`config.mk`:
```
export PLATFORM = sky130hd
export DESIGN_NAME = dwpid_merge
export DESIGN_NICKNAME = d
export VERILOG_FILES = /design/src/hw/rtl/dual_wheel_pid_speed_control_core_assert.svh /design/src/hw/rtl/dwpid_pkg.sv /design/src/hw/rtl/dwpid_merge.sv
export SDC_FILE = /design/constraint.sdc
export NUM_CORES = 1
export LEC_CHECK = 0
export BUFFER_PORTS_ARGS = -buffer_cell sky130_fd_sc_hd__buf_4
export CAP_MARGIN = 20
export CORE_MARGIN = 1
export CORE_UTILIZATION = 30
export CTS_CLUSTER_SIZE = 30
export DETAILED_ROUTE_END_ITERATION = 12
export PLACE_DENSITY_LB_ADDON = 0.1
export SYNTH_ARGS = -nofsm -noshare
export SYNTH_HDL_FRONTEND = slang
export SYNTH_SLANG_ARGS = --single-unit
```
`constraint.sdc`:
```
create_clock -name clk -period 0.8 [get_ports clk]
set_input_delay 0.08 -clock clk [delete_from_list [all_inputs] [get_ports clk]]
set_output_delay 0.08 -clock clk [all_outputs]
set_load 0.01 [all_outputs]
```
`src/hw/rtl/dual_wheel_pid_speed_control_core_assert.svh`:
```
// assertion macros shared by the speed control core
`ifndef DUAL_WHEEL_PID_SPEED_CONTROL_CORE_ASSERT_SVH
`define DUAL_WHEEL_PID_SPEED_CONTROL_CORE_ASSERT_SVH
`ifndef SYNTHESIS
`define DWPID_ASSERT(lbl, clk, rstn, prop) \
	lbl: assert property (@(posedge clk) disable iff (!rstn) (prop)) \
		else $error("dwpid check failed");
`define DWPID_ASSERT_IMP(lbl, clk, rstn, ante, cons) \
	lbl: assert property (@(posedge clk) disable iff (!rstn) (ante) |-> (cons)) \
		else $error("dwpid implication failed");
`else
`define DWPID_ASSERT(lbl, clk, rstn, prop)
`define DWPID_ASSERT_IMP(lbl, clk, rstn, ante, cons)
`endif
`endif

```
`src/hw/rtl/dwpid_pkg.sv`:
```
`default_nettype none
package dwpid_pkg;

	// one control tick
	typedef struct packed {
		logic signed [15:0] count_left;
		logic signed [15:0] count_right_raw;
		logic signed [15:0] target_left;
		logic signed [15:0] target_right;
	} meas_item_t;

	// one motor drive result
	typedef struct packed {
		logic [6:0] duty_left;
		logic [6:0] duty_right;
		logic       reversing;
	} drive_item_t;

	// configuration register indexes
	typedef enum logic [1:0] {
		CFG_GAIN_PROP     = 2'd0,
		CFG_GAIN_INTEGRAL = 2'd1,
		CFG_GAIN_DERIV    = 2'd2,
		CFG_REVERSE_SPEED = 2'd3
	} cfg_index_t;

	// Q8.8 gains as seen by the lanes
	typedef struct packed {
		logic [15:0] kp;
		logic [15:0] ki;
		logic [15:0] kd;
	} gains_t;

	// stage load strobes handed to the lanes and the merge stage
	typedef struct packed {
		logic s2;
		logic s3;
		logic s4;
		logic s5;
		logic s6;
	} stage_en_t;

	localparam int STALL_SPEED_MAX   = 25;
	localparam int STALL_TICKS_LIMIT = 40;
	localparam int STALL_TICKS_TOP   = 127;
	localparam int REVERSE_RELOAD    = 50;
	localparam int DUTY_MID          = 50;
	localparam int DUTY_MIN          = 5;
	localparam int DUTY_MAX          = 95;
	localparam int NUM_STAGES        = 6;

endpackage
`default_nettype wire

```
`src/hw/rtl/dwpid_merge.sv`:
```
`default_nettype none
module dwpid_merge (
	input  logic                   clk,
	input  dwpid_pkg::stage_en_t   en,
	input  logic                   rev_s1,
	input  logic [6:0]             duty_left,
	input  logic [6:0]             duty_right,
	output dwpid_pkg::drive_item_t drive_item_s6
);
	import dwpid_pkg::*;

	logic rev_s2;
	logic rev_s3;
	logic rev_s4;
	logic rev_s5;

	// recovery flag follows the lanes down the pipe
	always_ff @(posedge clk) begin
		if (en.s2) begin
			rev_s2 <= rev_s1;
		end
		if (en.s3) begin
			rev_s3 <= rev_s2;
		end
		if (en.s4) begin
			rev_s4 <= rev_s3;
		end
		if (en.s5) begin
			rev_s5 <= rev_s4;
		end
	end

	// result register joins both lanes and the flag
	always_ff @(posedge clk) begin
		if (en.s6) begin
			drive_item_s6.duty_left  <= duty_left;
			drive_item_s6.duty_right <= duty_right;
			drive_item_s6.reversing  <= rev_s5;
		end
	end

endmodule
`default_nettype wire

```
== Word level (Yosys, flattened, before mapping) ==
Index checks and enable logic that the tools add are counted.

* Register bits after elaboration: 19
* Input bits: 21

== Logic depth before layout (Yosys ltp) ==
Gate-level depths: netlist (run 1).

* Word-level depth: 0
* Depth in mapped cells: 0

== Least setup slack after synthesis (run 1) ==
No wires, ideal clock.

* Kind: register to register
* Start: register rev_s5
* End: register drive_item_s6[0] (netlist bit), data pin
* Library setup time: 0.266 ns
* Arrival: 0.323 ns
* Data required time: 0.534 ns
* Slack: 0.211 ns
* Cell stages (with the launch flop): 1
* Clock period less this slack: 0.589 ns
* Path through: edfxtp_1

{| class="wikitable"
|+ RTL lines
! item !! RTL line !! RTL
|-
| start, declared || dwpid_merge.sv:15 || <nowiki>logic rev_s5;</nowiki>
|-
| start signal, assigned || dwpid_merge.sv:29 || <nowiki>rev_s5 <= rev_s4;</nowiki>
|-
| end, declared || dwpid_merge.sv:8 || <nowiki>output dwpid_pkg::drive_item_t drive_item_s6</nowiki>
|}

No word-level cell between the ends.

== Worst setup path in the final report (run 1) ==
* Start: register drive_item_s6[12] (netlist bit)
* End: output port drive_item_s6[12] (netlist bit)

No word-level cell between the ends.

==> results.md, run 1 <==
- Clk root buf: clkbuf_4
- Initial Util: 0.327
- CTS buffer count: 3
- CP bufs+invs: 1
- Tmin final: 917 ps
- Syn Nets: 40
- Most frequent cells in the layout: buf_4, edfxtp_1, dlygate4sd3_1
- DRC violations left: 0
- ANT nets after route: 0
- Critical path's top delay family: flip-flops
- Largest net degree at the start of global routing: 16
- Final Hold Vio Count: 0
- Post-CTS Repair Setup Buffers: 0
- Gp weighted congestion: 0.685
- Worst rel slew slack: 0.874
- Die Height: 45.6 microns
- Highest clock rate: 1090 MHz
- Drt pass-1 iters: 2
- Synth Warn #: 0
- All-Layer GR Usage: 0.114
- P per Cell Area: 1750 mW/mm^2
- Vias after detailed routing: 408
- Clock latency on the worst-skew pair: 290 ps
- Setup slack after layout: -117 ps
- Initial DRC Count: 4
- Initial antenna violation count: 0
- Vias in the first global route: 402
- Critical path arrival: 840 ps
- Share of cells above drive strength 1: 0.494
- Sequential-to-total area share from yosys stat: 1.00
- Core Rows: 15
- Leakage: 0.466 nW
- First-pass GRT wire length: 1540 microns
- Worst hold slack: 144 ps
- Max Cap Viol: 0
- CP Launch Type: flip-flop
- Failing checks: setup timing
- Number of diodes: 0
- CP required: 720 ps
- Die span in x: 45.6 microns
- Outcome: finished, violations left
- Core box area: 0.00175 sq mm
- Yosys cell types: 1
- Most common cell after layout, fill and taps aside: buf_4
- Final #Nets: 99
- #MultiIn Comb: 0
- Peak VDD IR: 0.934 mV
- Pre-CTS setup slack: 174 ps
- Grt ovf: 0
- CP Cell Sequence: buf_6
- CTS H-tree lvls: 1
- RSZ-0062 raised after global routing: true
- Sink Count: 19
- Synth Register Bits: 19
- Port Buffers: 35
- DRT Wirelength: 1110 microns
- Clk buf depth: 2
- Syn Area/Cell: 30.0 sq um
- Non-filler cells in the finished layout: 102
- CTS tree: done
- Synthesized cell area: 571 sq um
- Synthesis-to-layout area growth: 98.7%
- Largest stage delay, worst path: 410 ps
- Worst Setup End Kind: primary output
- Final Util: 0.649
- # IOs: 36
- Critical path type: reg -> out
- Setup TNS: -1410 ps
- Least-Margin Pin Slew: 189 ps
- WL per Instance: 10.9 microns
- Dpl cells: 79
- Fin crit share: 1.15
- Endpoints failing setup: 15
- Avg Vias per Cell: 4.00
- Clk_skew: 0.620 ps
- Die area: 0.00208 sq mm
- Final number of max-transition violations: 0
- Clk slew on worst S/H paths: 100 ps
- Slowest library cell on the worst path: edfxtp_1
- HP Class: in -> reg
- Post-Syn Instances: 19
- Footprint of the multi-input gates: 0 sq um
- Max FO, Critical Path: 1
[logic make-up (layout without fill, tap and decap cells)]
family	Yosys count	after routing	share of synthesized area
buf+inv	0	58	0
flops	19	19	1.00
[through the flow]
stage                     total power, mW  cell area (sq um)
after floorplan                      1.25                571
after global placement               1.42                865
after detailed placement             1.43                865
after CTS                            1.98               1100
after global routing                 2.09               1130
final                                1.99               1130
[per-layer routing]
metal	track usage	routed length, microns
met2	0.220	689
met3	0.0476	61
met5	0	0
met1	0.0885	356
met4	0.0727	0
[report_power, final]
part           switching (mW)  total (mW)  internal, mW
logic                  0.0902       0.310         0.220
registers              0.0297        1.21          1.18
clock network           0.274       0.468         0.194
[final timing paths]
| kind | startpoint | end | slack (ps) | cells after the start |
|---|---|---|---|---|
| min | en[0] | drive_item_s6[12] | 140 | 1 |
| max | drive_item_s6[12] | drive_item_s6[12] | -120 | 1 |
| max reg2reg | rev_s5 | drive_item_s6[0] | 160 | 0 |
| min reg2reg | rev_s2 | rev_s3 | 440 | 0 |
[Yosys cell counts (all sizes together)]
cell type   n  area (sq um)
edfxtp     19           571
[registers in the layout, indices dropped and copies added, names as in the netlist]
signal and cells:
rev_s2 1, rev_s4 1, drive_item_s6 15, rev_s5 1, rev_s3 1
[final cells by class]
type,instances,area (sq um)
tap,25,31.3
timing repair buffer,54,505
clock buffer,4,26.3
fill,121,612
sequential,19,571
[timing repair]
action,in CTS,in global routing
setup endpoints to repair,15,15
hold buffers,19,0
hold endpoints to repair,19,0
gates resized for setup,5,9
(Power assumes the default switching activity.)
==> run 2, diff against run 1 <==
Settings changed: CORE_UTILIZATION 30 to 35, CTS_BUF_LIST from default to sky130_fd_sc_hd__clkbuf_4 sky130_fd_sc_hd__clkbuf_8 sky130_fd_sc_hd__clkbuf_16.
==> run 2 against run 1 <==
The run still ends with setup timing left. Worst setup slack better by 4.9 ps. Critical path depth did not move. First-iteration DRC count unchanged. Non-clock buffer count stayed put. Register-to-register slack about the same. Critical path type unchanged.
==> results.md, run 2 (synthesis gave the netlist of run 1 again) <==
- Outcome: finished, violations left
- Failing checks: setup timing
- Grt ovf: 0
- Pint: 1.62 mW
- Non-filler cells in the finished layout: 93
- Critical path arrival: 830 ps
- CTS H-tree lvls: 1
- Post-DP Area: 853 sq um
- Initial antenna violation count: 0
- Vias after detailed routing: 406
- Fin crit share: 1.14
- Max FO, Critical Path: 1
- Final number of max-transition violations: 0
- Clk_skew: 5.68 ps
- Final Util: 0.743
- Gp weighted congestion: 0.655
- CP Cell Sequence: buf_6
- CP required: 720 ps
- All-Layer GR Usage: 0.151
- # IOs: 36
- Filler cells: 84
- Pre-CTS setup slack: 156 ps
- Top reg by flops: drive_item_s6
- Max reg flops: 15
- Final #Nets: 99
- ANT nets after route: 0
- Sink Count: 19
- Die span in x: 42.4 microns
- Core Rows: 14
- DRC violations left: 0
- Footprint of the multi-input gates: 0 sq um
- Critical path type: reg -> out
- Final Hold Vio Count: 0
- Seq pwr share: 0.600
- CTS tree: done
- Synthesis-to-layout area growth: 96.1%
- Worst Setup End Kind: primary output
- Endpoints failing setup: 15
- Initial DRC Count: 4
- CP bufs+invs: 1
- Clock latency on the worst-skew pair: 280 ps
- P per Cell Area: 1800 mW/mm^2
- Worst rel slew slack: 0.875
- CP Launch Type: flip-flop
- Largest net degree at the start of global routing: 16
- Core box area: 0.00151 sq mm
- Most frequent cells in the layout: buf_4, edfxtp_1, dlygate4sd3_1
- Max Cap Viol: 0
- #MultiIn Comb: 0
- Drt pass-1 iters: 4
- Tmin final: 912 ps
- Most common cell after layout, fill and taps aside: buf_4
- Vias in the first global route: 460
- Critical path's top delay family: flip-flops
- HP Class: in -> reg
- CTS buffer count: 3
- Slowest library cell on the worst path: edfxtp_1
- Initial Util: 0.379
- Clk buf depth: 2
- Number of diodes: 0
- Least-Margin Pin Slew: 187 ps
- DRT Wirelength: 1200 microns
- Die Height: 42.4 microns
- Switching Power: 0.393 mW
- Final Power: 2.01 mW
- Avg Vias per Cell: 4.37
- First-pass GRT wire length: 1890 microns
- Highest clock rate: 1100 MHz
- Clk slew on worst S/H paths: 100 ps
- Combinational share of power: 0.153
- Final instance area: 0.00112 sq mm
- WL per Instance: 12.9 microns
- Setup slack after layout: -112 ps
- Die area: 0.00180 sq mm
- Largest stage delay, worst path: 410 ps
- Clk pwr share: 0.247
- Sw Ratio: 0.195
- Clk root buf: clkbuf_4
- Register area: 571 sq um
- Leakage: 0.467 nW
- Peak VDD IR: 1.07 mV
- Port Buffers: 35
- Dpl cells: 70
- Share of cells above drive strength 1: 0.506
- RSZ-0062 raised after global routing: true
-- run 2: worst paths after layout --
| kind | start | to | slack, ps | cells after the start |
|---|---|---|---|---|
| min reg2reg | rev_s5 | drive_item_s6[0] | 440 | 0 |
| max | drive_item_s6[3] | drive_item_s6[3] | -110 | 1 |
| max reg2reg | rev_s4 | rev_s5 | 150 | 0 |
| min | en[0] | drive_item_s6[3] | 150 | 1 |
-- run 2: what timing repair did --
action                                 4_1_cts  5_1_grt
cloned                                       0        0
setup endpoints to repair                   15       15
gates resized for setup                      7        5
hold buffers                                19        0
setup buffers                                0        0
endpoints found under the hold margin       19        0
-- run 2: metrics by stage --
| step | hold WS (ps) | TNS (ps) |
|---|---|---|
| after floorplan | 179 | 0 |
| after global placement | 258 | 0 |
| after detailed placement | 259 | 0 |
| after CTS | 150 | -1500 |
| after global routing | 134 | -2090 |
| final | 147 | -1390 |
-- run 2: power groups by stage --
| stage | logic [mW] | clock network (mW) | registers (mW) |
|---|---|---|---|
| 5_1_grt | 0.324 | 0.574 | 1.21 |
| 6_report | 0.308 | 0.498 | 1.21 |
| 2_1_floorplan | 0 | 0 | 1.25 |
| 3_3_place_gp | 0.203 | 0 | 1.22 |
| 4_1_cts | 0.295 | 0.510 | 1.21 |
| 3_5_place_dp | 0.207 | 0 | 1.22 |
-- run 2: layer usage --
layer,vias up,wire (microns),share of wire,GRT usage
met5,-,0,0,0
met4,0,4,0.0033,0.0563
met3,2,64,0.053,0.0431
met2,22,778,0.65,0.326
met1,190,356,0.30,0.115
li1,192,-,-,-
-- run 2: area by class of cell --
cell class,count,area share
well taps,16,0.0179
clock buffers,4,0.0268
repair buffers,54,0.445
flip-flops and latches,19,0.510
