===== src/hw/rtl/dual_wheel_pid_speed_control_core_assert.svh =====
// assertion macros shared by the speed control core
`ifndef DUAL_WHEEL_PID_SPEED_CONTROL_CORE_ASSERT_SVH
`define DUAL_WHEEL_PID_SPEED_CONTROL_CORE_ASSERT_SVH
`ifndef SYNTHESIS
`define DWPID_ASSERT(lbl, clk, rstn, prop) \
	lbl: assert property (@(posedge clk) disable iff (!rstn) (prop)) \
		else $error("dwpid check failed");
`define DWPID_ASSERT_IMP(lbl, clk, rstn, ante, cons) \
	lbl: assert property (@(posedge clk) disable iff (!rstn) (ante) |-> (cons)) \
		else $error("dwpid implication failed");
`else
`define DWPID_ASSERT(lbl, clk, rstn, prop)
`define DWPID_ASSERT_IMP(lbl, clk, rstn, ante, cons)
`endif
`endif


===== src/hw/rtl/dwpid_pkg.sv =====
`default_nettype none
package dwpid_pkg;

	// one control tick
	typedef struct packed {
		logic signed [15:0] count_left;
		logic signed [15:0] count_right_raw;
		logic signed [15:0] target_left;
		logic signed [15:0] target_right;
	} meas_item_t;

	// one motor drive result
	typedef struct packed {
		logic [6:0] duty_left;
		logic [6:0] duty_right;
		logic       reversing;
	} drive_item_t;

	// configuration register indexes
	typedef enum logic [1:0] {
		CFG_GAIN_PROP     = 2'd0,
		CFG_GAIN_INTEGRAL = 2'd1,
		CFG_GAIN_DERIV    = 2'd2,
		CFG_REVERSE_SPEED = 2'd3
	} cfg_index_t;

	// Q8.8 gains as seen by the lanes
	typedef struct packed {
		logic [15:0] kp;
		logic [15:0] ki;
		logic [15:0] kd;
	} gains_t;

	// stage load strobes handed to the lanes and the merge stage
	typedef struct packed {
		logic s2;
		logic s3;
		logic s4;
		logic s5;
		logic s6;
	} stage_en_t;

	localparam int STALL_SPEED_MAX   = 25;
	localparam int STALL_TICKS_LIMIT = 40;
	localparam int STALL_TICKS_TOP   = 127;
	localparam int REVERSE_RELOAD    = 50;
	localparam int DUTY_MID          = 50;
	localparam int DUTY_MIN          = 5;
	localparam int DUTY_MAX          = 95;
	localparam int NUM_STAGES        = 6;

endpackage
`default_nettype wire


===== src/hw/rtl/dwpid_front.sv =====
`default_nettype none
`include "dual_wheel_pid_speed_control_core_assert.svh"
module dwpid_front (
	input  logic                 clk,
	input  logic                 arst_n,
	input  logic                 accept,
	input  dwpid_pkg::meas_item_t meas_item,
	input  logic [14:0]          reverse_speed,
	output logic signed [16:0]   err_left_s1,
	output logic signed [16:0]   err_right_s1,
	output logic                 rev_s1
);
	import dwpid_pkg::*;

	logic [6:0]         stall_q;
	logic [5:0]         reverse_q;
	logic [6:0]         stall_d;
	logic [5:0]         reverse_d;
	logic signed [16:0] speed_l;
	logic signed [16:0] speed_r;
	logic signed [16:0] tgt_l;
	logic signed [16:0] tgt_r;
	logic signed [17:0] diff_l;
	logic signed [17:0] diff_r;
	logic               rev_active;
	logic               slow;

	// wheel speeds and targets, reverse recovery overrides the targets
	always_comb begin
		speed_l    = {meas_item.count_left[15], meas_item.count_left};
		speed_r    = -{meas_item.count_right_raw[15], meas_item.count_right_raw};
		rev_active = (reverse_q != '0);
		if (rev_active) begin
			tgt_l = -$signed({2'b00, reverse_speed});
			tgt_r = -$signed({2'b00, reverse_speed});
		end else begin
			tgt_l = {meas_item.target_left[15], meas_item.target_left};
			tgt_r = {meas_item.target_right[15], meas_item.target_right};
		end
		diff_l = {tgt_l[16], tgt_l} - {speed_l[16], speed_l};
		diff_r = {tgt_r[16], tgt_r} - {speed_r[16], speed_r};
	end

	// stall detection and countdown reload
	always_comb begin
		slow = (speed_l <= STALL_SPEED_MAX && speed_l >= -STALL_SPEED_MAX) ||
		       (speed_r <= STALL_SPEED_MAX && speed_r >= -STALL_SPEED_MAX);
		if (slow) begin
			if (stall_q == 7'(STALL_TICKS_TOP)) begin
				stall_d = stall_q;
			end else begin
				stall_d = stall_q + 7'd1;
			end
		end else begin
			stall_d = '0;
		end
		if (rev_active) begin
			reverse_d = reverse_q - 6'd1;
		end else begin
			reverse_d = reverse_q;
		end
		if (stall_d > 7'(STALL_TICKS_LIMIT)) begin
			reverse_d = 6'(REVERSE_RELOAD);
		end
	end

	// recovery state
	always_ff @(posedge clk or negedge arst_n) begin
		if (!arst_n) begin
			stall_q   <= '0;
			reverse_q <= '0;
		end else if (accept) begin
			stall_q   <= stall_d;
			reverse_q <= reverse_d;
		end
	end

	// stage 1 errors
	always_ff @(posedge clk) begin
		if (accept) begin
			err_left_s1  <= diff_l[16:0];
			err_right_s1 <= diff_r[16:0];
			rev_s1       <= (reverse_d != '0);
		end
	end

	`DWPID_ASSERT_IMP(a_stall_reload, clk, arst_n, stall_q > 7'(STALL_TICKS_LIMIT), reverse_q == 6'(REVERSE_RELOAD))

endmodule
`default_nettype wire


===== config.mk =====
export PLATFORM = sky130hd
export DESIGN_NAME = dwpid_front
export DESIGN_NICKNAME = d
export VERILOG_FILES = /design/src/hw/rtl/dwpid_pkg.sv /design/src/hw/rtl/dwpid_front.sv
export VERILOG_INCLUDE_DIRS = /design/src /design/src/hw/rtl
export SDC_FILE = /design/constraint.sdc
export NUM_CORES = 1
export LEC_CHECK = 0
export BUFFER_PORTS_ARGS = -buffer_cell sky130_fd_sc_hd__buf_2
export CORE_MARGIN = 4
export CORE_UTILIZATION = 35
export CTS_BUF_LIST = sky130_fd_sc_hd__clkbuf_8
export CTS_CLUSTER_DIAMETER = 50
export DETAILED_ROUTE_END_ITERATION = 10
export SLEW_MARGIN = 20
export SYNTH_ARGS = -nofsm -noshare
export SYNTH_HDL_FRONTEND = slang
export SYNTH_SLANG_ARGS = --single-unit

===== constraint.sdc =====
create_clock -name clk -period 5.3 [get_ports clk]
set_clock_uncertainty 0.2 [all_clocks]
set_input_delay 0 -clock clk [delete_from_list [all_inputs] [get_ports clk]]
set_output_delay 0 -clock clk [all_outputs]
set_load 0.03 [all_outputs]

### Yosys cells after proc, flatten, opt, wreduce, memory -nomap -nowiden

Index checks and enable logic that the tools add are counted.

| operators by class | value |
|---|---|
| muxes and demuxes | 6 |
| $add $sub $neg | 6 |
| equality and inequality tests | 1 |
| $lt $le $gt $ge | 5 |
| reductions and logical operators | 5 |

Operators by type and width:

| cell | number |
|---|---|
| two-way mux 17 bit | 2 |
| greater-or-equal comparator 17 x 6 -> 1 bit, second input constant | 1 |
| <= comparator 17 x 6 -> 1 bit, second input constant | 1 |
| negation 15 -> 17 bit | 1 |
| negation 17 bit | 1 |
| subtractor 17 x 16 -> 17 bit | 1 |
| subtractor 17 bit | 1 |
| greater-or-equal comparator 16 x 6 -> 1 bit, second input constant | 1 |
| <= comparator 16 x 6 -> 1 bit, second input constant | 1 |
| two-way mux 7 bit | 2 |
| two-way mux 6 bit | 2 |
| nonzero test 6 bit | 2 |
| adder 7 x 1 -> 7 bit, second input constant | 1 |
| == test 7 bit, second input constant | 1 |
| > comparator 7 x 6 -> 1 bit, second input constant | 1 |
| subtractor 6 x 1 -> 6 bit, second input constant | 1 |
| logical AND 1 bit | 2 |
| logical OR 1 bit | 1 |

| word-level totals | value |
|---|---|
| input port bits | 82 |
| output and inout port bits | 35 |
| flip-flop bits (word level) | 48 |
| word-level logic and storage cells | 28 |

### Logic depth before layout (Yosys ltp)

Gate-level depths: netlist of run 1.

| depth | value |
|---|---|
| word-level depth | 8 |
| depth in mapped cells | 20 |
| depth with buffers taken out | 18 |

### Least setup slack after synthesis of run 1

Ideal clock, no wire load.

| path | value |
|---|---|
| path type | register to register |
| start point | register reverse_q[0] |
| end point | register err_left_s1[16], data pin |
| stages on the path, launching flop included | 21 |
| buffers on the path | 2 |
| required time | 4.841 ns |
| data arrival time | 4.357 ns |
| setup slack | 0.483 ns |
| period minus slack after synthesis | 4.817 ns |
| library setup time | 0.259 ns |
| cells stage by stage | dfrtp_1 inv_1 ha_1 inv_1 or3_1 nor3_1 clkbuf_1 clkbuf_1 nor2_1 a21oi_1 ha_1 inv_1 fa_1 a211oi_1 nor2_1 nor4_1 o31ai_1 o41a_1 a211o_1 a21oi_1 xnor2_1 |

| between the ends | value |
|---|---|
| cells in the longest elaborated chain, start to end | 3 |

Ends and longest elaborated chain:

| what | RTL line | source |
|---|---|---|
| from (decl) | dwpid_front.sv:16 | `logic [5:0] reverse_q;` |
| from (signal assigned) | dwpid_front.sv:74 | `reverse_q <= reverse_d;` |
| nonzero test 6 bit | dwpid_front.sv:32 | `rev_active = (reverse_q != '0);` |
| two-way mux 17 bit | dwpid_front.sv:33 | `if (rev_active) begin` |
| subtractor 17 x 16 -> 17 bit | dwpid_front.sv:40 | `diff_l = {tgt_l[16], tgt_l} - {speed_l[16], speed_l};` |
| net diff_l[16] | dwpid_front.sv:23 | `logic signed [17:0] diff_l;` |
| to (signal assigned) | dwpid_front.sv:81 | `err_left_s1 <= diff_l[16:0];` |
| to (decl) | dwpid_front.sv:9 | `output logic signed [16:0] err_left_s1,` |

The timed path passes the listed nets, and every way through them passes these cells.
A chain may end at the register's enable or synchronous reset.

### Worst setup path in the final report of run 1

| path | value |
|---|---|
| start point | register reverse_q[0] |
| end point | register err_left_s1[15], data pin |

Same word-level chain as after synthesis.

==> results of run 1 <==
synth_stat cells (12+ instances only):
| library cell | instances | share of area [%] |
|---|---|---|
| nand2_1 | 73 | 6.0 |
| inv_1 | 44 | 3.6 |
| nor2_1 | 43 | 3.5 |
| ha_1 | 38 | 10 |
| xnor2_1 | 36 | 6.9 |
| edfxtp_1 | 35 | 23 |
| a21oi_1 | 29 | 3.2 |
| xor2_1 | 16 | 3.0 |
| nand3_1 | 15 | 1.6 |
| o21ai_0 | 14 | 1.5 |
| dfrtp_1 | 13 | 7.1 |
| nor4_1 | 13 | 1.8 |
| a21o_1 | 12 | 2.0 |
per-layer routing:
layer	vias to the layer above	wire [µm]
li1	2214	-
met1	2050	5977
met2	118	6115
met5	-	0
met4	0	254
met3	16	616
critical path, delay by kind of cell (launching register included):
family	cells	cell delay [ns]
fa+ha+maj	2	0.47
compound gates	6	1.90
simple gates	5	1.37
xor+xnor	1	0.09
buf+inv	2	0.19
flops	1	0.45
worst max-delay path by stage:
| stage | startpoint | end | slack (ns) | depth (start not counted) |
|---|---|---|---|---|
| floorplan | reverse_q[0] | err_left_s1[16] | 0.48 | 20 |
| global placement | reverse_q[0] | err_left_s1[15] | 0.61 | 16 |
| detailed placement | reverse_q[0] | err_left_s1[15] | 0.55 | 16 |
| CTS | reverse_q[0] | err_left_s1[15] | 0.48 | 16 |
| global route | reverse_q[0] | err_left_s1[15] | 0.04 | 16 |
| finish | reverse_q[0] | err_left_s1[15] | 0.38 | 16 |
through the flow:
step	power [mW]	utilization [%]
CTS	1.993	43.34
finish	1.975	43.34
global route	2.125	43.34
floorplan	1.434	-
global placement	1.716	42.06
detailed placement	1.735	42.06
cell usage in the layout, fill, tap and decap left out, types with 5 or more instances in the layout:
master / n
buf_2: 116
nand2_1: 73
inv_1: 44
nor2_1: 43
ha_1: 38
xnor2_1: 36
edfxtp_1: 35
a21oi_1: 29
xor2_1: 16
nand3_1: 15
o21ai_0: 14
nor4_1: 13
dfrtp_1: 13
a21o_1: 12
or3_1: 9
o21a_1: 9
and3_1: 8
nor3_1: 8
o211ai_1: 8
dlygate4sd3_1: 7
o31ai_1: 6
o31a_1: 6
a31oi_1: 6
clkbuf_8: 6
nor2b_1: 5
o41ai_1: 5
sequential cells by signal, indices dropped and copies added, names as in the netlist:
register,flops
reverse_q,6
err_left_s1,17
err_right_s1,17
stall_q,7
rev_s1,1
layout make-up:
cell class | count | area (µm²) | share of cell area (%)
Clock buffer | 6 | 82.58 | 1.498
Timing Repair Buffer | 126 | 673.1 | 12.21
Clock inverter | 2 | 10.01 | 0.1815
Inverter | 44 | 165.2 | 2.995
Multi-Input combinational cell | 435 | 2992 | 54.25
Sequential cell | 48 | 1376 | 24.96
Tap cell | 172 | 215.2 | 3.903
cells by family (layout without fill, tap and decap cells):
| family | count (synthesis) | count (layout) | synth area share, % |
|---|---|---|---|
| flops | 48 | 48 | 29.92 |
| fa+ha+maj | 40 | 40 | 11.21 |
| simple gates | 213 | 213 | 23.67 |
| buf+inv | 58 | 178 | 5.141 |
| mux | 1 | 1 | 0.2448 |
| xor+xnor | 52 | 52 | 9.902 |
| compound gates | 129 | 129 | 19.91 |
power by group through the flow:
stage               combinational, mW  clock, mW  sequential [mW]
floorplan                       0.631          0            0.803
global placement                 1.09          0            0.628
detailed placement               1.10          0            0.631
CTS                              1.12      0.246            0.626
global route                     1.23      0.257            0.636
finish                           1.11      0.237            0.624
timing repair:
action	CTS	global route
resized for setup	0	0
hold endpoints to repair	17	0
setup buffers	0	0
hold buffers	7	0
==> qor.csv, run 1 <==
metric,value,unit
status,"finished, final reports clean",
Layout Nets,782,
pin count of the biggest net entering global routing,51,
WHS Endpoint,err_right_s1[0],
Via Count,4398,
RSZ-0062 raised after global routing,false,
initial antenna violation count,0,
clock share of power,12.0,%
die area,15040,µm²
Root Driver,clkbuf_8,
worst path required time,5.17,ns
met3 usage,2.949,%
clock period minus worst slack,4.920,ns
"Cell Area, Placed",5351,µm²
FILL cells,1323,
"Critical Path, Cell by Cell",inv_1 > ha_1 > inv_1 > or3_1 > or3_1 > nand2_1 > nand2_1 > ha_1 > nor2b_1 > o31a_1 > o41ai_1 > o21ai_1 > o41ai_1 > o2111ai_1 > a21oi_1 > xnor2_1,
share of cells above drive strength 1,22.09,%
Vias/cell,5.280,
power per standard cell area,358.2,nW/µm²
H-tree depth,2,
"CTS clk-pin slew, worst paths",0.09,ns
Max Slew Vio Count,0,
final hold viol count,0,
first-pass GRT wire length,20750,µm
Final Setup Violations,0,
Num Clock Sinks,48,
router iterations before antenna repair,5,
final setup margin,0.3801,ns
r2r endpoint,err_left_s1[15],
Routed Antenna Nets,0,
hold path cells,4,
Post-Layout Cell Count,833,
# IOs,117,
Clock Tree Buf Depth,2,
TNS Setup,0,ns
CP max FO,15,
Die X-Extent,122.6,µm
yosys warns,0,
# diodes,0,
"worst slack, placed",0.5510,ns
Hold Crit Class,input port to register,
GRT Total Usage,17.21,%
"Largest stage delay, worst path",0.64,ns
Psw,0.8771,mW
DR iter-0 viols,286,
Inst Count DP,818,
critical setup path kind,register to register,
Post-synth ARST share,27.08,%
Congestion Overflow GR,0,
Mapped Area,4599,µm²
Post-Syn Area per Cell,8.502,µm²
area delta synth->final,19.89,%
"Clk Latency, worst-skew pair",0.31,ns
part of the cycle the worst path needs,92.83,%
Max IR drop VDD,214.6,µV
Peak Freq,203.3,MHz
Worst R2R Start,reverse_q[0],
DR WL/cell,15.56,µm
GRT busiest layer,met2,
r2r setup slk,0.38,ns
row cnt,41,
DRC Markers,0,
register share of total power,31.6,%
nature of the critical path endpoint,register,
grt met2 use,29.37,%
die height,122.6,µm
Core Area,12720,µm²
Post-synth top flop,edfxtp_1,
Seq cells post-synth,48,
sequential share of the synthesized area,29.92,%
part of the power in combinational logic,56.4,%
number of port buffers,116,
worst r2r path cells,16,
number of flops mapped to enable cells by yosys,35,
Fin Hold WS,0.03034,ns
Lkg Pwr,2.476,nW
Initial Utilization,36.15,%
CP Launch Type,register,
Hold Path Origin,meas_item[0],
cell area after layout,5514,µm²
count of cell types in the netlist,71,
hpwl dp,10520,µm
vias in the first global route,4415,
Switching Share,44.41,%
Least-Margin Pin Slew,0.8574,ns
critical path arrival,4.79,ns
Max-slew headroom,42.09,%
total CTS buffers,5,
CTS tree,done,
Post-Syn Instances,541,
Placer Congestion,0.9321,
WL final,12960,µm
GR Util met1,22.42,%
internal power,1.098,mW
CP max-delay cell,o41ai_1,
Syn Nets,663,
Max-Cap Viols,0,
No activity file was read; power rests on OpenSTA's default activity.
==> inputs of run 2 (changes only) <==
- ABC_AREA: not set -> 1
- REMOVE_ABC_BUFFERS: not set -> 1
- clock period: 5.3 -> 5.25 ns (I/O delays scaled with it)
==> qor.csv, run 2 <==
metric,value,unit,change
status,"finished, final reports clean",,
"worst slack, placed",0.8775,ns,+0.3265 ns
sequential share of the synthesized area,28.39,%,-1.5 points
Placer Congestion,0.8684,,-6.8%
cell taking the most area after synthesis,edfxtp_1,,
"Clk Latency, worst-skew pair",0.32,ns,about the same
Core Area,13400,µm²,+5.3%
Num Clock Sinks,48,,unchanged
Switching Share,47.84,%,+3.4 points
Post-synth ARST share,27.08,%,unchanged
Mapped Area,4847,µm²,+5.4%
synth top area cells,"edfxtp_1, nand2_1, ha_1",,
clock period minus worst slack,4.368,ns,-0.5520 ns
DR WL/cell,13.55,µm,-13%
biggest regs,"err_left_s1 x17, err_right_s1 x17, stall_q x7",,
Vias/cell,4.757,,-9.9%
Routed Antenna Nets,0,,unchanged
CP Launch Type,register,,
Clock Tree Buf Depth,2,,unchanged
Initial Utilization,36.17,%,about the same
# IOs,117,,unchanged
first-pass GRT wire length,22220,µm,+7.1%
Post-synth top cells,"nand2_1, inv_1, nor2_1",,
hpwl dp,11260,µm,+7.0%
Fin Hold WS,0.03501,ns,+0.004667 ns
DRC Markers,0,,unchanged
Final Setup Violations,0,,unchanged
"commonest cells after routing, fill and taps aside","nand2_1, buf_2, inv_1",,
GRT Total Usage,17.17,%,-0.035 points
critical setup path kind,register to register,,
internal power,1.264,mW,+15%
initial antenna violation count,1,,+1
"CTS clk-pin slew, worst paths",0.11,ns,+0.02 ns
Post-Syn Instances,700,,+29%
share of cells above drive strength 1,18.83,%,-3.3 points
critical path arrival,4.24,ns,-0.55 ns
final hold viol count,0,,unchanged
RSZ-0062 raised after global routing,false,,
Max Slew Vio Count,0,,unchanged
hold buffers post-CTS,5,,-2
final setup margin,0.8821,ns,+0.5020 ns
Post-synth top flop,edfxtp_1,,
Congestion Overflow GR,0,,unchanged
count of cell types in the netlist,42,,-41%
CP max FO,23,,+8
H-tree depth,2,,unchanged
Max IR drop VDD,228.7,µV,+6.5%
"most common cell after layout, fill and taps aside",nand2_1,,
CTS resizes,0,,unchanged
number of flops mapped to enable cells by yosys,35,,unchanged
Psw,1.160,mW,+32%
Die X-Extent,125.7,µm,+2.5%
worst path required time,5.12,ns,-0.05 ns
number of port buffers,116,,unchanged
Max-Cap Viols,0,,unchanged
DR iter-0 viols,310,,+8.4%
Via Count,4757,,+8.2%
CTS tree,done,,
Post-CTS Setup Bufs,0,,unchanged
clock share of power,12.0,%,about the same
area delta synth->final,19.51,%,
register share of total power,27.9,%,-3.7 points
TNS Setup,0,ns,unchanged
nature of the critical path endpoint,register,,
Seq cells post-synth,48,,unchanged
Post-Syn Area per Cell,6.924,µm²,-19%
Root Driver,clkbuf_8,,
"count leader, synth",nand2_1,,
pin count of the biggest net entering global routing,47,,-7.8%
power per standard cell area,418.4,nW/µm²,+17%
part of the power in combinational logic,60.1,%,+3.7 points
row cnt,42,,+2.4%
post-synth top area share,21.68,%,-1.2 points
die height,125.7,µm,+2.5%
Peak Freq,228.9,MHz,+13%
vias in the first global route,4619,,+4.6%
router iterations before antenna repair,4,,-1
Least-Margin Pin Slew,0.6947,ns,-0.1627 ns
die area,15800,µm²,+5.0%
Max-slew headroom,53.53,%,+11 points
yosys warns,0,,unchanged
total CTS buffers,5,,unchanged
Layout Nets,944,,+21%
part of the cycle the worst path needs,83.20,%,-9.6 points
Hold Crit Class,input port to register,,
WL final,13550,µm,+4.6%
Lkg Pwr,2.994,nW,+21%
## run 2: power groups by stage
stage	Sequential (mW)	Clock, mW	Combinational (mW)
2_1_floorplan	0.919	0	0.822
3_3_place_gp	0.688	0	1.45
3_5_place_dp	0.682	0	1.46
4_1_cts	0.678	0.301	1.47
5_1_grt	0.695	0.312	1.65
6_report	0.677	0.290	1.46
## run 2: path summary, 6_finish.rpt
path                               start              end  slack, ns  depth (start not counted)
setup / recovery            reverse_q[1]  err_left_s1[13]       0.88                         22
hold / removal             meas_item[32]  err_right_s1[0]       0.04                          3
setup reg to reg            reverse_q[1]  err_left_s1[13]       0.88                         22
hold reg to reg             reverse_q[0]     reverse_q[0]       0.29                          2
max in group asynchronous         arst_n     reverse_q[1]       3.83                          3
min in group asynchronous         arst_n       stall_q[3]       0.57                          3
## run 2: logic make-up (layout without fill, tap and decap cells)
kind of cell | after synthesis | after routing | share of synthesized area (%)
compound gates | 119 | 119 | 13.66
xor+xnor | 40 | 40 | 7.382
fa+ha+maj | 40 | 40 | 10.64
buf+inv | 121 | 244 | 9.577
flops | 48 | 48 | 28.39
other cells | 0 | 1 | 0
simple gates | 332 | 332 | 30.36
## run 2: layout make-up
cell class / instances / area, µm²
fillers: 1455 / 7607
diodes: 1 / 2.502
inverters: 112 / 420.4
clock buffers: 5 / 68.82
flip-flops and latches: 48 / 1376
repair buffers: 124 / 653.1
well taps: 176 / 220.2
multi-input cells: 531 / 3007
clock inverters: 3 / 45.04
## run 2: critical path: stages, from the launching register on
cell      delay (ns)
dfrtp_1         0.40
inv_1           0.06
ha_1            0.19
nand2_1         0.09
nor2_1          0.05
inv_1           0.08
nor2_2          0.04
buf_4           0.19
inv_1           0.45
buf_4           0.31
o21ai_0         0.14
o21ai_0         0.10
inv_1           0.06
ha_1            0.36
nand2_1         0.09
a21oi_1         0.04
a211oi_1        0.15
o21ai_0         0.20
a21oi_1         0.19
o21bai_1        0.10
a21boi_0        0.30
o21ai_0         0.15
xor2_1          0.16
## run 2: routing by layer
| metal | up-vias | global-route usage (%) | routed length, µm |
|---|---|---|---|
| li1 | 2538 | - | - |
| met1 | 2099 | 23.57 | 6525 |
| met2 | 111 | 29.07 | 6181 |
| met3 | 9 | 3.133 | 750 |
| met4 | 0 | 2.296 | 96 |
| met5 | - | 0 | 0 |
## run 2: through the flow
step	total power [mW]	cells	cell area, µm²	utilization (%)
floorplan	1.742	691	4803	-
global placement	2.139	986	5627	41.99
detailed placement	2.138	986	5627	41.99
CTS	2.447	999	5791	43.21
global route	2.654	1000	5793	43.23
finish	2.424	1000	5793	43.23
==> inputs of run 3 (changes only) <==
- clock period: 5.25 -> 4.2 ns (I/O delays scaled with it)
==> qor.csv, run 3 (synthesis gave the netlist of run 2 again) <==
metric,value,unit,change
DRC Markers,0,,unchanged
Least-Margin Pin Slew,0.7060,ns,+0.01126 ns
power per standard cell area,510.3,nW/µm²,+22%
Psw,1.425,mW,+23%
GRT Total Usage,16.84,%,-0.33 points
die area,15800,µm²,unchanged
"commonest cells after routing, fill and taps aside","nand2_1, buf_2, inv_1",,
register share of total power,28.4,%,+0.5 points
DR iter-0 viols,263,,-15%
biggest regs,"err_left_s1 x17, err_right_s1 x17, stall_q x7",,
H-tree depth,2,,unchanged
nature of the critical path endpoint,register,,
"Clk Latency, worst-skew pair",0.31,ns,about the same
clock share of power,9.3,%,-2.7 points
final setup margin,0.3440,ns,-0.5381 ns
share of cells above drive strength 1,18.89,%,+0.053 points
part of the power in combinational logic,62.3,%,+2.2 points
Final Core Density,43.28,%,+0.047 points
first-pass GRT wire length,21740,µm,-2.1%
critical path arrival,3.72,ns,-0.52 ns
Root Driver,clkbuf_8,,
status,"finished, final reports clean",,
Switching Share,48.15,%,+0.31 points
hold path cells,6,,+3
row cnt,42,,unchanged
number of port buffers,116,,unchanged
worst path required time,4.06,ns,-1.06 ns
Tot Pwr,2.959,mW,+22%
"Cell Area, Placed",5654,µm²,+0.49%
pin count of the biggest net entering global routing,46,,-2.1%
Max-slew headroom,52.78,%,-0.75 points
"most common cell after layout, fill and taps aside",nand2_1,,
die height,125.7,µm,unchanged
Post-CTS Setup Bufs,0,,unchanged
Congestion Overflow GR,0,,unchanged
hpwl dp,11120,µm,-1.2%
Routed Antenna Nets,0,,unchanged
Max Slew Vio Count,0,,unchanged
cell area after layout,5799,µm²,+0.11%
"worst slack, placed",0.3365,ns,-0.5411 ns
critical setup path kind,register to register,,
Num Clock Sinks,48,,unchanged
# IOs,117,,unchanged
DR WL/cell,13.46,µm,-0.72%
CP max FO,8,,-65%
Lkg Pwr,3.007,nW,+0.44%
initial antenna violation count,0,,-1
vias in the first global route,4527,,-2.0%
WL final,13480,µm,-0.52%
RSZ-0062 raised after global routing,false,,
Core Area,13400,µm²,unchanged
Inst Count DP,988,,+0.20%
Peak Freq,259.3,MHz,+13%
total CTS buffers,5,,unchanged
worst r2r path cells,18,,-18%
FILL cells,1426,,-2.0%
clock period minus worst slack,3.856,ns,-0.5119 ns
CP Launch Type,register,,
final hold viol count,0,,unchanged
Layout Nets,947,,+0.32%
Die X-Extent,125.7,µm,unchanged
part of the cycle the worst path needs,91.81,%,+8.6 points
area delta synth->final,19.64,%,
CTS tree,done,,
Hold Crit Class,input port to register,,
Initial Utilization,36.17,%,unchanged
Final Setup Violations,0,,unchanged
router iterations before antenna repair,4,,unchanged
# diodes,0,,-1
Fin Hold WS,0.06482,ns,+0.02981 ns
Via Count,4769,,+0.25%
Vias/cell,4.759,,about the same
Max IR drop VDD,248.4,µV,+8.6%
Max-Cap Viols,0,,unchanged
"CTS clk-pin slew, worst paths",0.09,ns,-0.02 ns
Post-Layout Cell Count,1002,,+0.20%
TNS Setup,0,ns,unchanged
Clock Tree Buf Depth,2,,unchanged
Placer Congestion,0.8306,,-4.4%
internal power,1.535,mW,+21%
run 3: power groups by stage:
stage / logic, mW / registers, mW / clock network [mW]
after floorplan: 1.03 / 1.15 / 0
after global placement: 1.83 / 0.851 / 0
after detailed placement: 1.83 / 0.849 / 0
after CTS: 1.85 / 0.843 / 0.291
after global routing: 2.08 / 0.861 / 0.307
final: 1.84 / 0.840 / 0.275
run 3: timing repair:
| action | CTS | global route |
|---|---|---|
| resized for setup | 0 | 3 |
| endpoints found under the hold margin | 17 | 0 |
| hold buffers | 6 | 0 |
| setup endpoints to repair | 0 | 3 |
run 3: final timing paths:
kind / start / endpoint / slack [ns]
min reg2reg: reverse_q[0] / reverse_q[0] / 0.30
min: meas_item[16] / err_left_s1[0] / 0.06
max reg2reg: reverse_q[0] / err_right_s1[13] / 0.34
max in group asynchronous: arst_n / reverse_q[2] / 2.74
min in group asynchronous: arst_n / reverse_q[1] / 0.61
max: reverse_q[0] / err_right_s1[13] / 0.34
run 3: final cells by class:
class	count	area [µm²]	share of cell area, %
clock buffer	5	68.82	1.187
clock inverter	3	12.51	0.2157
inverter	112	420.4	7.249
multi-input combinational	531	3010	51.91
sequential	48	1376	23.73
tap	176	220.2	3.797
timing repair buffer	127	690.7	11.91
run 3: worst max-delay path: stages (launching register included):
cell and delay [ns]:
dfrtp_1 0.39, inv_1 0.11, ha_1 0.20, nand2_1 0.08
nor2_1 0.13, inv_1 0.08, nor2_2 0.09, inv_1 0.14
o21ai_0 0.41, inv_1 0.09, ha_1 0.28, nand2_1 0.04
o21a_1 0.21, o21ai_0 0.28, a21oi_1 0.12, o21bai_1 0.23
a31oi_1 0.19, o21ai_0 0.24, xor2_1 0.10
run 3: per-layer routing:
layer | up-vias | global-route usage (%) | part of all wire, %
met5 | - | 0 | 0
met4 | 0 | 2.296 | 0.47
met3 | 5 | 3.218 | 5.1
met2 | 106 | 27.78 | 45
met1 | 2102 | 23.61 | 49
li1 | 2556 | - | -
